## config.mk

```make
export PLATFORM = sky130hd
export DESIGN_NAME = mbe_ctrl
export DESIGN_NICKNAME = d
export VERILOG_FILES = /design/src/sv/mbe_pkg.sv /design/src/sv/mbe_ctrl.sv
export SDC_FILE = /design/constraint.sdc
export NUM_CORES = 1
export LEC_CHECK = 0
export ABC_CLOCK_PERIOD_IN_PS = 1090
export BUFFER_PORTS_ARGS = -buffer_cell sky130_fd_sc_hd__buf_2
export CORE_AREA = 2 2 39 41
export CTS_CLUSTER_DIAMETER = 30
export CTS_CLUSTER_SIZE = 40
export DETAILED_ROUTE_END_ITERATION = 8
export DIE_AREA = 0 0 41 43
export GPL_TIMING_DRIVEN = 1
export SLEW_MARGIN = 20
export SYNTH_ARGS = -nofsm -noshare
export SYNTH_HDL_FRONTEND = slang
export SYNTH_SLANG_ARGS = --single-unit
```

## constraint.sdc

```tcl
create_clock -name clk -period 1.09 [get_ports clk]
set_clock_uncertainty 0.1 [all_clocks]
set_input_delay 0.218 -clock clk [delete_from_list [all_inputs] [get_ports clk]]
set_output_delay 0.218 -clock clk [all_outputs]
set_load 0.02 [all_outputs]
```

## src/sv/mbe_pkg.sv

```systemverilog
// ----------------------------------------------------------------------------
// Mandelbrot escape-time package
// Shared widths, formats, state encoding and the command and status structs
// that join the controller and the datapath.
// ----------------------------------------------------------------------------
package mbe_pkg;

	// Port field widths.
	localparam int IN_W   = 32;
	localparam int CNT_W  = 16;

	// Internal fixed-point format of c and z.
	localparam int COORD_BITS = 32;
	localparam int FRAC_BITS  = 28;

	// Exact products carry twice the coordinate width.
	localparam int PROD_W = 2 * COORD_BITS;

	// Rescaled value plus c, wide enough to never wrap.
	localparam int SUM_W = PROD_W + 2;

	// |z|^2 reaches 4 when any bit at or above this position is set.
	localparam int FOUR_SHIFT = 2 * FRAC_BITS + 2;

	// Iteration limit after reset.
	localparam logic [CNT_W-1:0] MAX_ITER_RESET = CNT_W'(255);

	// Controller states.
	typedef enum logic [1:0] {
		ST_IDLE,
		ST_MUL,
		ST_EVAL,
		ST_DONE
	} mbe_state_t;

	// Commands from the controller to the datapath.
	typedef struct packed {
		logic load;
		logic mul;
		logic eval;
	} mbe_cmd_t;

	// Status from the datapath to the controller.
	typedef struct packed {
		logic at_max;
		logic escape;
		logic ovf;
	} mbe_stat_t;

endpackage

```

## src/sv/mbe_ctrl.sv

```systemverilog
// ----------------------------------------------------------------------------
// Mandelbrot escape-time controller
// Sequences one point through alternating multiply and evaluate steps and
// pulses the result strobe when the point has finished.
// ----------------------------------------------------------------------------
module mbe_ctrl (
	input  logic              clk,
	input  logic              arst_n,
	input  logic              start,
	input  mbe_pkg::mbe_stat_t stat,
	output mbe_pkg::mbe_cmd_t  cmd,
	output logic              busy,
	output logic              done
);
	import mbe_pkg::*;

	mbe_state_t state_q;
	mbe_state_t state_d;

	// State register.
	always_ff @(posedge clk or negedge arst_n) begin
		if (!arst_n) begin
			state_q <= ST_IDLE;
		end else begin
			state_q <= state_d;
		end
	end

	// Next state and commands.
	always_comb begin
		state_d  = state_q;
		cmd.load = 1'b0;
		cmd.mul  = 1'b0;
		cmd.eval = 1'b0;
		case (state_q)
			ST_IDLE: begin
				if (start) begin
					cmd.load = 1'b1;
					state_d  = ST_MUL;
				end
			end
			ST_MUL: begin
				// Stop before multiplying once the limit is reached.
				if (stat.at_max) begin
					state_d = ST_DONE;
				end else begin
					cmd.mul = 1'b1;
					state_d = ST_EVAL;
				end
			end
			ST_EVAL: begin
				cmd.eval = 1'b1;
				if (stat.escape || stat.ovf) begin
					state_d = ST_DONE;
				end else begin
					state_d = ST_MUL;
				end
			end
			ST_DONE: begin
				state_d = ST_IDLE;
			end
			default: begin
				state_d = ST_IDLE;
			end
		endcase
	end

	assign busy = (state_q != ST_IDLE);
	assign done = (state_q == ST_DONE);

endmodule

```

# Yosys cells after proc, flatten, opt, wreduce, memory -nomap -nowiden

Cells that the tools add are included.

Shift-type cells: 0
Mux-type cells: 9
Div/mod/pow operators: 0
Magnitude comparators: 0
Bitwise logic cells: 0
Reduce and logical (&&, ||, !) cells: 3
Equal/unequal tests: 4
Multipliers: 0
Add/subtract/negate cells: 0

Operators by type and width:

| operator                                                               | count |
|---|---|
| 2-bit case mux with 4 select lines                                     | 1 |
| 1-bit 2-to-1 mux                                                       | 6 |
| 2-bit equality test (second input constant)                            | 2 |
| 2-bit 2-to-1 mux                                                       | 2 |
| 2-bit by 1-bit equality test with 1-bit output (second input constant) | 1 |
| 2-bit logical NOT                                                      | 1 |
| 2-bit inequality test (second input constant)                          | 1 |
| 2-bit nonzero test                                                     | 1 |
| 1-bit logical OR                                                       | 1 |

Memories: 0
Bits in read-only memories: 0
Latch bits: 0
Register bits after elaboration: 2
Bits of input ports: 6
RAM bits: 0
Logic and storage cells: 17

# Longest topological paths before layout

Gate-level depths: netlist (run 1).

Depth in word-level cells: 3
Mapped depth: 2
Mapped depth without buffers: 2

# Least setup slack after synthesis (run 1)

OpenSTA, ideal clock, no wires.

Path type: flip-flop to output port
Start point: register state_q[0]
End point: output cmd[2] (netlist name)
Arrival: 877 ps
Data required time: 772 ps
Cell stages (with the launch flop): 3
Path slack: -105 ps
Cells stage by stage: dfrtp_1 > or2_4 > nor2_2

RTL lines:

| item                   | line           | text |
|---|---|---|
| from (decl)            | mbe_ctrl.sv:17 | `mbe_state_t state_q;` |
| from (signal assigned) | mbe_ctrl.sv:25 | `state_q <= state_d;` |
| to (decl)              | mbe_ctrl.sv:11 | `output mbe_pkg::mbe_cmd_t cmd,` |

==> impl_summary.txt, run 1 <==
----------------------------------------------------
[Logic synthesis]
  Count of mapped cells out of synthesis ... 15
  Fraction of post-synthesis cell area in the top cell type by area ... 42.55%
  Main combinational cell family by area after synthesis ... simple AND/OR/NAND/NOR gates
  Netlist area before placement ... 117.6 um^2
  Cell type contributing the most total cell area after synthesis ... dfrtp_1
  Synth Area in Compound Gates ... 9.574%
  Post-synth net total ... 21
  Synthesized-area fraction occupied by adder cells ... 0%
  XOR/XNOR share of the synthesized area ... 0%
  Average cell area after synthesis ... 7.841 um^2
  Synth Register Bits ... 2
  Yosys warns ... 0
  Area fraction in and, or, nand and nor cells after synthesis ... 38.30%
  Portion of the post-synthesis area used by sequential elements ... 42.55%
  Distinct cell type count of the synthesized netlist ... 9
  Largest cells by area after synthesis ... dfrtp_1, nand2b_1, inv_1
  Share of synthesized area spent on multiplexers ... 0%

[STA]
  Final Hold Violating Endpoints ... 0
  Min Hold Slack ... 0.1514 ns
  Post-layout minimum cycle time ... 1.388 ns
  Maximum clock frequency ... 720.4 MHz
  Ratio of final minimum period to clock period ... 127.4%
  Tightest Pin Transition ... 0.1344 ns
  Fin Setup TNS ... -1.333 ns
  Max-slew violations ... 0
  Setup-violating endpoint count in the final report ... 5
  Worst-case headroom to the max-slew limit ... 91.04%
  Unrepaired setup endpoints after global routing ... true
  Final worst-path setup slack ... -0.2982 ns

[Placed design]
  Weighted congestion at the end of routability-driven global placement ... 0.5434
  Detailed placement HPWL ... 250 um
  Setup Slack @ Placement ... -0.09501 ns
  Buffers on Ports ... 10

[Setup path]
  Kind of capture point of the worst setup path ... output pin
  Capture instance of the worst register-to-register path ... state_q[0]
  Capturing element of the worst setup path ... cmd[2]
  Arrival time at the worst endpoint ... 1.07 ns
  Number of cell instances on the worst register-to-register path ... 4
  Category of the most critical setup path ... reg -> out
  Worst reg2reg startpoint ... state_q[0]
  Worst setup startpoint ... state_q[0]
  WP data required ... 0.77 ns
  Startpoint class of the critical path ... flip-flop
  Crit path max fanout ... 4
  Worst reg-to-reg setup slack ... 0.08 ns

[Routing]
  Final wirelength ... 330 um
  Iteration count of the initial detailed-routing pass ... 1
  Post-detailed-route via-to-cell ratio ... 3.354
  Via Count ... 161
  Iteration-0 DRC Markers ... 0
  Routed wirelength normalized by instance count ... 6.875 um
  Post-route DRC violation count ... 0
  Post-detailed-route count of antenna-violating nets ... 0

[Clock tree]
  Max clock buf depth ... 2
  Clock latency of the later-clocked register in the worst-skew pair ... 0.22 ns
  Post-CTS setup repair buffer count ... 0
  Cell at the root of the clock tree ... clkbuf_4
  CTS clk-pin slew, worst paths ... 0.03 ns
  Clock tree from TritonCTS ... done
  H-tree levels ... 1
  Clock Sink Count ... 2
  Number of buffers created by CTS ... 3

[Pwr]
  Worst voltage drop across the vdd grid ... 0.3679 mV
  Total power per unit cell area ... 3021 nW/um^2
  Static leakage power ... 0.1476 nW
  Final Total Pwr ... 0.8241 mW

[Worst hold path]
  Worst hold path class ... in -> reg
  Startpoint of the most critical hold path ... stat[1]
  Number of cells on the worst hold path ... 3

[Run status]
  Violated checks ... negative setup slack
  Outcome ... complete, but fails checks

[Die]
  Area of the core ... 1384 um^2
  Initial standard-cell utilization of the core ... 8.499%
  Chip height ... 43 um
  Total die area ... 1763 um^2
  Number of standard-cell rows in the floorplan ... 14
  I/O pin cnt ... 11
  Die Width ... 41 um

[Finish]
  Commonest cells after routing, fill and taps aside ... buf_2, buf_4, inv_1, clkbuf_4
  Registers with the most flip-flops ... state_q x2
  Register containing the most flip-flops in the final layout ... state_q
  Final Net Count ... 40
  Most common library cell in the layout ignoring fill and taps ... buf_2
  N_diodes ... 0
  Share of final-layout standard cells stronger than drive strength 1 ... 62.50%
  Area added between synthesis and finish ... 131.9%
  Max FFs per register ... 2

[Global routing]
  Global route total overflow ... 0
  Initial antenna violation count ... 0
  Total track usage ... 4.605%
  Pin count of the biggest net entering global routing ... 5
  Vias in the first global route ... 176
  Wire length of the first global-routing pass ... 489 um

[Job]
  Number of max-cap violations ... 0

----------------------------------------------------
## Yosys cell counts, drive strengths merged
| cell | count |
|---|---|
| and2 | 1 |
| dfrtp | 2 |
| inv | 3 |
| nand2b | 2 |
| nor2 | 4 |
| o21ai | 1 |
| o22ai | 1 |
| or2 | 1 |
## worst min path at each step
stage	end	slack, ns
after detailed placement	state_q[0]	-0.09
after CTS	state_q[1]	0.15
final	state_q[1]	0.15
after global routing	state_q[1]	0.16
after floorplan	state_q[0]	-0.18
after global placement	state_q[0]	-0.1
## stage by stage
stage          cell area [um^2]  cells  utilization, %
6_report                  272.8     48           19.71
5_1_grt                   272.8     48           19.71
4_1_cts                   272.8     48           19.71
3_5_place_dp              217.7     44           15.73
3_3_place_gp              217.7     44           15.73
2_1_floorplan             125.1     15               -
## power by group
part	total (mW)	internal (mW)	leakage [nW]	switching [mW]
logic	0.512	0.270	0.110	0.242
clock network	0.164	0.121	0.0138	0.0421
registers	0.148	0.114	0.0240	0.0347
total	0.824	0.505	0.148	0.319
## kinds of logic after synthesis
family,after synthesis
compound gates,2
buf+inv,3
flops,2
simple gates,8
## critical path, stage by stage (launching register included)
cell,delay (ns)
dfrtp_1,0.39
or2_4,0.27
nor2_4,0.08
buf_6,0.11
## final cells by class
class                   count  area, um^2
fillers                   165        1111
repair buffers             14       97.59
multi-input cells          10       71.32
flip-flops and latches      2       50.05
clock buffers               3       22.52
well taps                  16       20.02
inverters                   3       11.26
## metal layers
metal | share of wire, % | up-vias | track usage [%]
li1 | - | 79 | -
met3 | 6.7 | 2 | 1.571
met4 | 2.4 | 0 | 8.000
met2 | 60 | 7 | 7.500
met1 | 30 | 73 | 2.229
met5 | 0 | - | 0
## repair_timing
item | 4_1_cts | 5_1_grt
endpoints found under the setup margin | 5 | 5
endpoints found under the hold margin | 2 | 0
resized for setup | 6 | 0
hold buffers | 1 | 0
Note: power is estimated with default switching activity, not from simulation.
==> run 2: changes to the inputs <==
- TNS_END_PERCENT: unset -> 20
==> impl_summary.txt, run 2 (synthesis results as in run 1) <==
----------------------------------------------------
[Setup path]
  WP data required ... 0.77 ns (about the same)
  Worst reg-to-reg setup slack ... 0.08 ns (about the same)
  Startpoint class of the critical path ... flip-flop
  Arrival time at the worst endpoint ... 1.07 ns (about the same)
  Capture instance of the worst register-to-register path ... state_q[0]
  Worst reg2reg startpoint ... state_q[0]
  Crit path max fanout ... 4 (unchanged)
  Number of cell instances on the worst register-to-register path ... 4 (unchanged)
  Kind of capture point of the worst setup path ... output pin
  Category of the most critical setup path ... reg -> out

[Finish]
  Final Net Count ... 40 (unchanged)
  Registers with the most flip-flops ... state_q x2
  Max FFs per register ... 2 (unchanged)
  N_diodes ... 0 (unchanged)
  Area added between synthesis and finish ... 126.6%
  Register containing the most flip-flops in the final layout ... state_q
  Share of final-layout standard cells stronger than drive strength 1 ... 62.50% (unchanged)
  Most common library cell in the layout ignoring fill and taps ... buf_2
  Commonest cells after routing, fill and taps aside ... buf_2, buf_4, inv_1, clkbuf_4
  Post-route core utilization ... 19.26% (-0.45 points)

[Die]
  Initial standard-cell utilization of the core ... 8.499% (unchanged)
  Area of the core ... 1384 um^2 (unchanged)
  Number of standard-cell rows in the floorplan ... 14 (unchanged)
  I/O pin cnt ... 11 (unchanged)
  Die Width ... 41 um (unchanged)
  Chip height ... 43 um (unchanged)
  Total die area ... 1763 um^2 (unchanged)

[Worst hold path]
  Startpoint of the most critical hold path ... stat[1]
  Worst Hold Endpoint ... state_q[1]
  Worst hold path class ... in -> reg
  Number of cells on the worst hold path ... 3 (unchanged)

[Pwr]
  Static leakage power ... 0.1464 nW (-0.76%)
  Worst voltage drop across the vdd grid ... 0.3609 mV (-1.9%)
  Total power per unit cell area ... 3011 nW/um^2 (-0.36%)

[STA]
  Ratio of final minimum period to clock period ... 127.4% (unchanged)
  Post-layout minimum cycle time ... 1.388 ns (unchanged)
  Unrepaired setup endpoints after global routing ... true
  Worst-case headroom to the max-slew limit ... 91.04% (unchanged)
  Setup-violating endpoint count in the final report ... 5 (unchanged)
  Fin Setup TNS ... -1.343 ns (-0.01062 ns)
  Final worst-path setup slack ... -0.2982 ns (unchanged)
  Tightest Pin Transition ... 0.1344 ns (unchanged)
  Final Hold Violating Endpoints ... 0 (unchanged)
  Maximum clock frequency ... 720.4 MHz (unchanged)
  Max-slew violations ... 0 (unchanged)

[Job]
  Number of max-cap violations ... 0 (unchanged)

[Routing]
  Iteration-0 DRC Markers ... 0 (unchanged)
  Via Count ... 161 (unchanged)
  Post-route DRC violation count ... 0 (unchanged)
  Final wirelength ... 330 um (unchanged)
  Post-detailed-route count of antenna-violating nets ... 0 (unchanged)
  Routed wirelength normalized by instance count ... 6.875 um (unchanged)
  Post-detailed-route via-to-cell ratio ... 3.354 (unchanged)
  Iteration count of the initial detailed-routing pass ... 1 (unchanged)

[Clock tree]
  Cell at the root of the clock tree ... clkbuf_4
  H-tree levels ... 1 (unchanged)
  Clock tree from TritonCTS ... done
  Clock latency of the later-clocked register in the worst-skew pair ... 0.22 ns (about the same)
  Clock Sink Count ... 2 (unchanged)
  Max clock buf depth ... 2 (unchanged)
  CTS clk-pin slew, worst paths ... 0.03 ns (about the same)
  Number of buffers created by CTS ... 3 (unchanged)
  Post-CTS setup repair buffer count ... 0 (unchanged)

[Global routing]
  Initial antenna violation count ... 0 (unchanged)
  Global route total overflow ... 0 (unchanged)
  Vias in the first global route ... 176 (unchanged)
  Wire length of the first global-routing pass ... 489 um (unchanged)
  Pin count of the biggest net entering global routing ... 5 (unchanged)
  Total track usage ... 4.605% (unchanged)

[Run status]
  Violated checks ... negative setup slack
  Outcome ... complete, but fails checks

[Placed design]
  Detailed placement HPWL ... 250 um (unchanged)
  Weighted congestion at the end of routability-driven global placement ... 0.5434 (unchanged)
  Buffers on Ports ... 10 (unchanged)

----------------------------------------------------
==> run 2: cell counts in the layout (fill, tap and decap cells not counted) <==
No cell type changed its count.
==> run 2: where the power goes <==
group / internal, mW / switching, mW / leakage [nW]
Sequential: 0.114 / 0.0347 / 0.0240
Clock: 0.121 / 0.0421 / 0.0138
Combinational: 0.252 / 0.239 / 0.109
Total: 0.487 / 0.316 / 0.146
==> run 2: through the flow <==
stage | instance area [um^2] | hold slack, ns | setup WS [ns] | std cells | power (mW)
finish | 266.5 | 0.1514 | -0.2982 | 48 | 0.8023
global route | 266.5 | 0.1624 | -0.3535 | 48 | 0.8633
CTS | 266.5 | 0.1545 | -0.3140 | 48 | 0.8199
detailed placement | 217.7 | -0.09304 | -0.09501 | 44 | 0.5842
global placement | 217.7 | -0.09600 | -0.08698 | 44 | 0.5775
floorplan | 125.1 | -0.1776 | -0.05147 | 15 | 0.3987
==> run 2: critical path, cell delays in order, from the launching register on <==
cell	delay (ns)
dfrtp_1	0.39
or2_4	0.27
nor2_4	0.08
buf_6	0.11
==> run 2: layout make-up <==
class / count / area, um^2
Sequential cell: 2 / 50.05
Multi-Input combinational cell: 10 / 71.32
Fill cell: 170 / 1117
Inverter: 3 / 11.26
Tap cell: 16 / 20.02
Timing Repair Buffer: 14 / 91.34
Clock buffer: 3 / 22.52
==> run 2: routing by layer <==
metal | global-route usage [%] | vias up | share of wire, %
met2 | 7.500 | 7 | 59
met4 | 8.000 | 0 | 2.4
met1 | 2.229 | 73 | 31
met3 | 1.571 | 2 | 7.6
li1 | - | 79 | -
met5 | 0 | - | 0
==> run 2: timing repair <==
| item | in CTS | in global routing |
|---|---|---|
| hold buffers | 1 | 0 |
| gates resized for setup | 4 | 0 |
| endpoints found under the setup margin | 5 | 5 |
| endpoints found under the hold margin | 2 | 0 |
==> run 2: how the worst max path moves through the flow <==
stage | cells past startpoint | endpoint | slack, ns | startpoint
floorplan | 2 | cmd[2] | -0.05 | state_q[0]
global placement | 3 | cmd[2] | -0.09 | state_q[0]
detailed placement | 3 | cmd[2] | -0.1 | state_q[0]
CTS | 3 | cmd[2] | -0.31 | state_q[0]
global route | 3 | cmd[2] | -0.35 | state_q[0]
finish | 3 | cmd[2] | -0.30 | state_q[0]
==> run 3: changes to the inputs <==
- CELL_PAD_IN_SITES_DETAIL_PLACEMENT: unset -> 0
- CELL_PAD_IN_SITES_GLOBAL_PLACEMENT: unset -> 1
- PLACE_DENSITY_LB_ADDON: unset -> 0.1
==> impl_summary.txt, run 3 (synthesis results as in run 1) <==
----------------------------------------------------
[Finish]
  FILL cells ... 158 (-7.1%)
  Area added between synthesis and finish ... 116.0%
  N_diodes ... 0 (unchanged)
  Max FFs per register ... 2 (unchanged)
  Commonest cells after routing, fill and taps aside ... buf_2, buf_4, inv_1, clkbuf_4
  Most common library cell in the layout ignoring fill and taps ... buf_2
  Register containing the most flip-flops in the final layout ... state_q
  Registers with the most flip-flops ... state_q x2
  Share of final-layout standard cells stronger than drive strength 1 ... 58.06% (-4.4 points)
  Final Net Count ... 39 (-2.5%)

[Routing]
  Iteration count of the initial detailed-routing pass ... 4 (+3)
  Post-route DRC violation count ... 0 (unchanged)
  Post-detailed-route count of antenna-violating nets ... 0 (unchanged)
  Final wirelength ... 337 um (+2.1%)
  Via Count ... 148 (-8.1%)
  Routed wirelength normalized by instance count ... 7.170 um (+4.3%)
  Post-detailed-route via-to-cell ratio ... 3.149 (-6.1%)
  Iteration-0 DRC Markers ... 3 (+3)

[Setup path]
  Kind of capture point of the worst setup path ... output pin
  Category of the most critical setup path ... reg -> out
  Arrival time at the worst endpoint ... 1.07 ns (about the same)
  Crit path max fanout ... 4 (unchanged)
  WP data required ... 0.77 ns (about the same)
  Startpoint class of the critical path ... flip-flop

[Global routing]
  Pin count of the biggest net entering global routing ... 6 (+1)
  Vias in the first global route ... 159 (-9.7%)
  Wire length of the first global-routing pass ... 579 um (+18%)
  Global route total overflow ... 0 (unchanged)
  Total track usage ... 5.411% (+0.81 points)
  Initial antenna violation count ... 0 (unchanged)

[Clock tree]
  Max clock buf depth ... 2 (unchanged)
  Clock tree from TritonCTS ... done
  H-tree levels ... 1 (unchanged)
  Clock Sink Count ... 2 (unchanged)
  Clock latency of the later-clocked register in the worst-skew pair ... 0.22 ns (about the same)
  Number of buffers created by CTS ... 3 (unchanged)
  CTS clk-pin slew, worst paths ... 0.03 ns (about the same)
  Cell at the root of the clock tree ... clkbuf_4

[Placed design]
  Weighted congestion at the end of routability-driven global placement ... 0.5763 (+6.1%)
  Detailed placement HPWL ... 267.6 um (+7.0%)
  Buffers on Ports ... 10 (unchanged)

[Die]
  Total die area ... 1763 um^2 (unchanged)
  Chip height ... 43 um (unchanged)
  Area of the core ... 1384 um^2 (unchanged)
  I/O pin cnt ... 11 (unchanged)
  Initial standard-cell utilization of the core ... 8.499% (unchanged)
  Die Width ... 41 um (unchanged)
  Number of standard-cell rows in the floorplan ... 14 (unchanged)

[Pwr]
  Worst voltage drop across the vdd grid ... 0.6242 mV (+73%)
  Total power per unit cell area ... 2972 nW/um^2 (-1.3%)
  Static leakage power ... 0.1370 nW (-6.4%)

[STA]
  Tightest Pin Transition ... 0.1393 ns (+0.004969 ns)
  Unrepaired setup endpoints after global routing ... true
  Maximum clock frequency ... 721.9 MHz (+0.22%)
  Setup-violating endpoint count in the final report ... 5 (unchanged)
  Max-slew violations ... 0 (unchanged)
  Ratio of final minimum period to clock period ... 127.1% (-0.27 points)
  Post-layout minimum cycle time ... 1.385 ns (-0.002985 ns)
  Final worst-path setup slack ... -0.2952 ns (+0.002985 ns)
  Final Hold Violating Endpoints ... 0 (unchanged)
  Min Hold Slack ... 0.1578 ns (+0.006428 ns)
  Worst-case headroom to the max-slew limit ... 90.71% (-0.33 points)
  Fin Setup TNS ... -1.190 ns (+0.1534 ns)

[Worst hold path]
  Worst hold path class ... in -> reg

[Run status]
  Outcome ... complete, but fails checks
  Violated checks ... negative setup slack

[Job]
  Number of max-cap violations ... 0 (unchanged)

----------------------------------------------------
run 3: worst paths after layout:
| check | from | slack (ns) | to | cells past startpoint |
|---|---|---|---|---|
| max | state_q[0] | -0.30 | cmd[2] | 3 |
| min | stat[1] | 0.16 | state_q[1] | 3 |
| max reg2reg | state_q[1] | 0.03 | state_q[0] | 3 |
| min reg2reg | state_q[0] | 0.49 | state_q[0] | 2 |
| max in group asynchronous | arst_n | 0.58 | state_q[1] | 2 |
| min in group asynchronous | arst_n | 0.21 | state_q[0] | 2 |
run 3: what timing repair did:
| item | CTS | global route |
|---|---|---|
| endpoints found under the hold margin | 2 | 0 |
| setup endpoints to repair | 5 | 6 |
| hold buffers | 1 | 0 |
| setup buffers | 0 | 0 |
| resized for setup | 4 | 0 |
run 3: area by class of cell:
class	instances	area, um^2	share of cell area, %
multi-input cells	10	63.81	25.12
flip-flops and latches	2	50.05	19.70
repair buffers	13	86.33	33.99
inverters	3	11.26	4.433
well taps	16	20.02	7.882
clock buffers	3	22.52	8.867
run 3: worst max-delay path: stages (launching register included):
cell     delay (ns)
dfrtp_1        0.38
or2_4          0.27
nor2_4         0.08
buf_6          0.11
run 3: through the flow:
stage                     power [mW]  std cells  setup WS [ns]  utilization [%]  area (um^2)
final                         0.7550         47        -0.2952            18.35        254.0
after global routing          0.8232         47        -0.3621            18.35        254.0
after CTS                     0.7754         47        -0.3158            18.35        254.0
after detailed placement      0.5663         43       -0.09755            15.19        210.2
after global placement        0.5690         43       -0.09731            15.19        210.2
after floorplan               0.3987         15       -0.05147                -        125.1
run 3: per-layer routing:
metal	GRT usage [%]	vias up	share of wire (%)
met5	0	-	0
met2	6.250	7	46
met3	3.141	0	9.8
li1	-	77	-
met4	6.000	0	0
met1	6.070	64	44
run 3: where the power goes:
part           total (mW)  switching [mW]  internal (mW)
Clock               0.160          0.0391          0.121
Sequential          0.150          0.0362          0.114
Combinational       0.445           0.227          0.218
Total               0.755           0.302          0.453
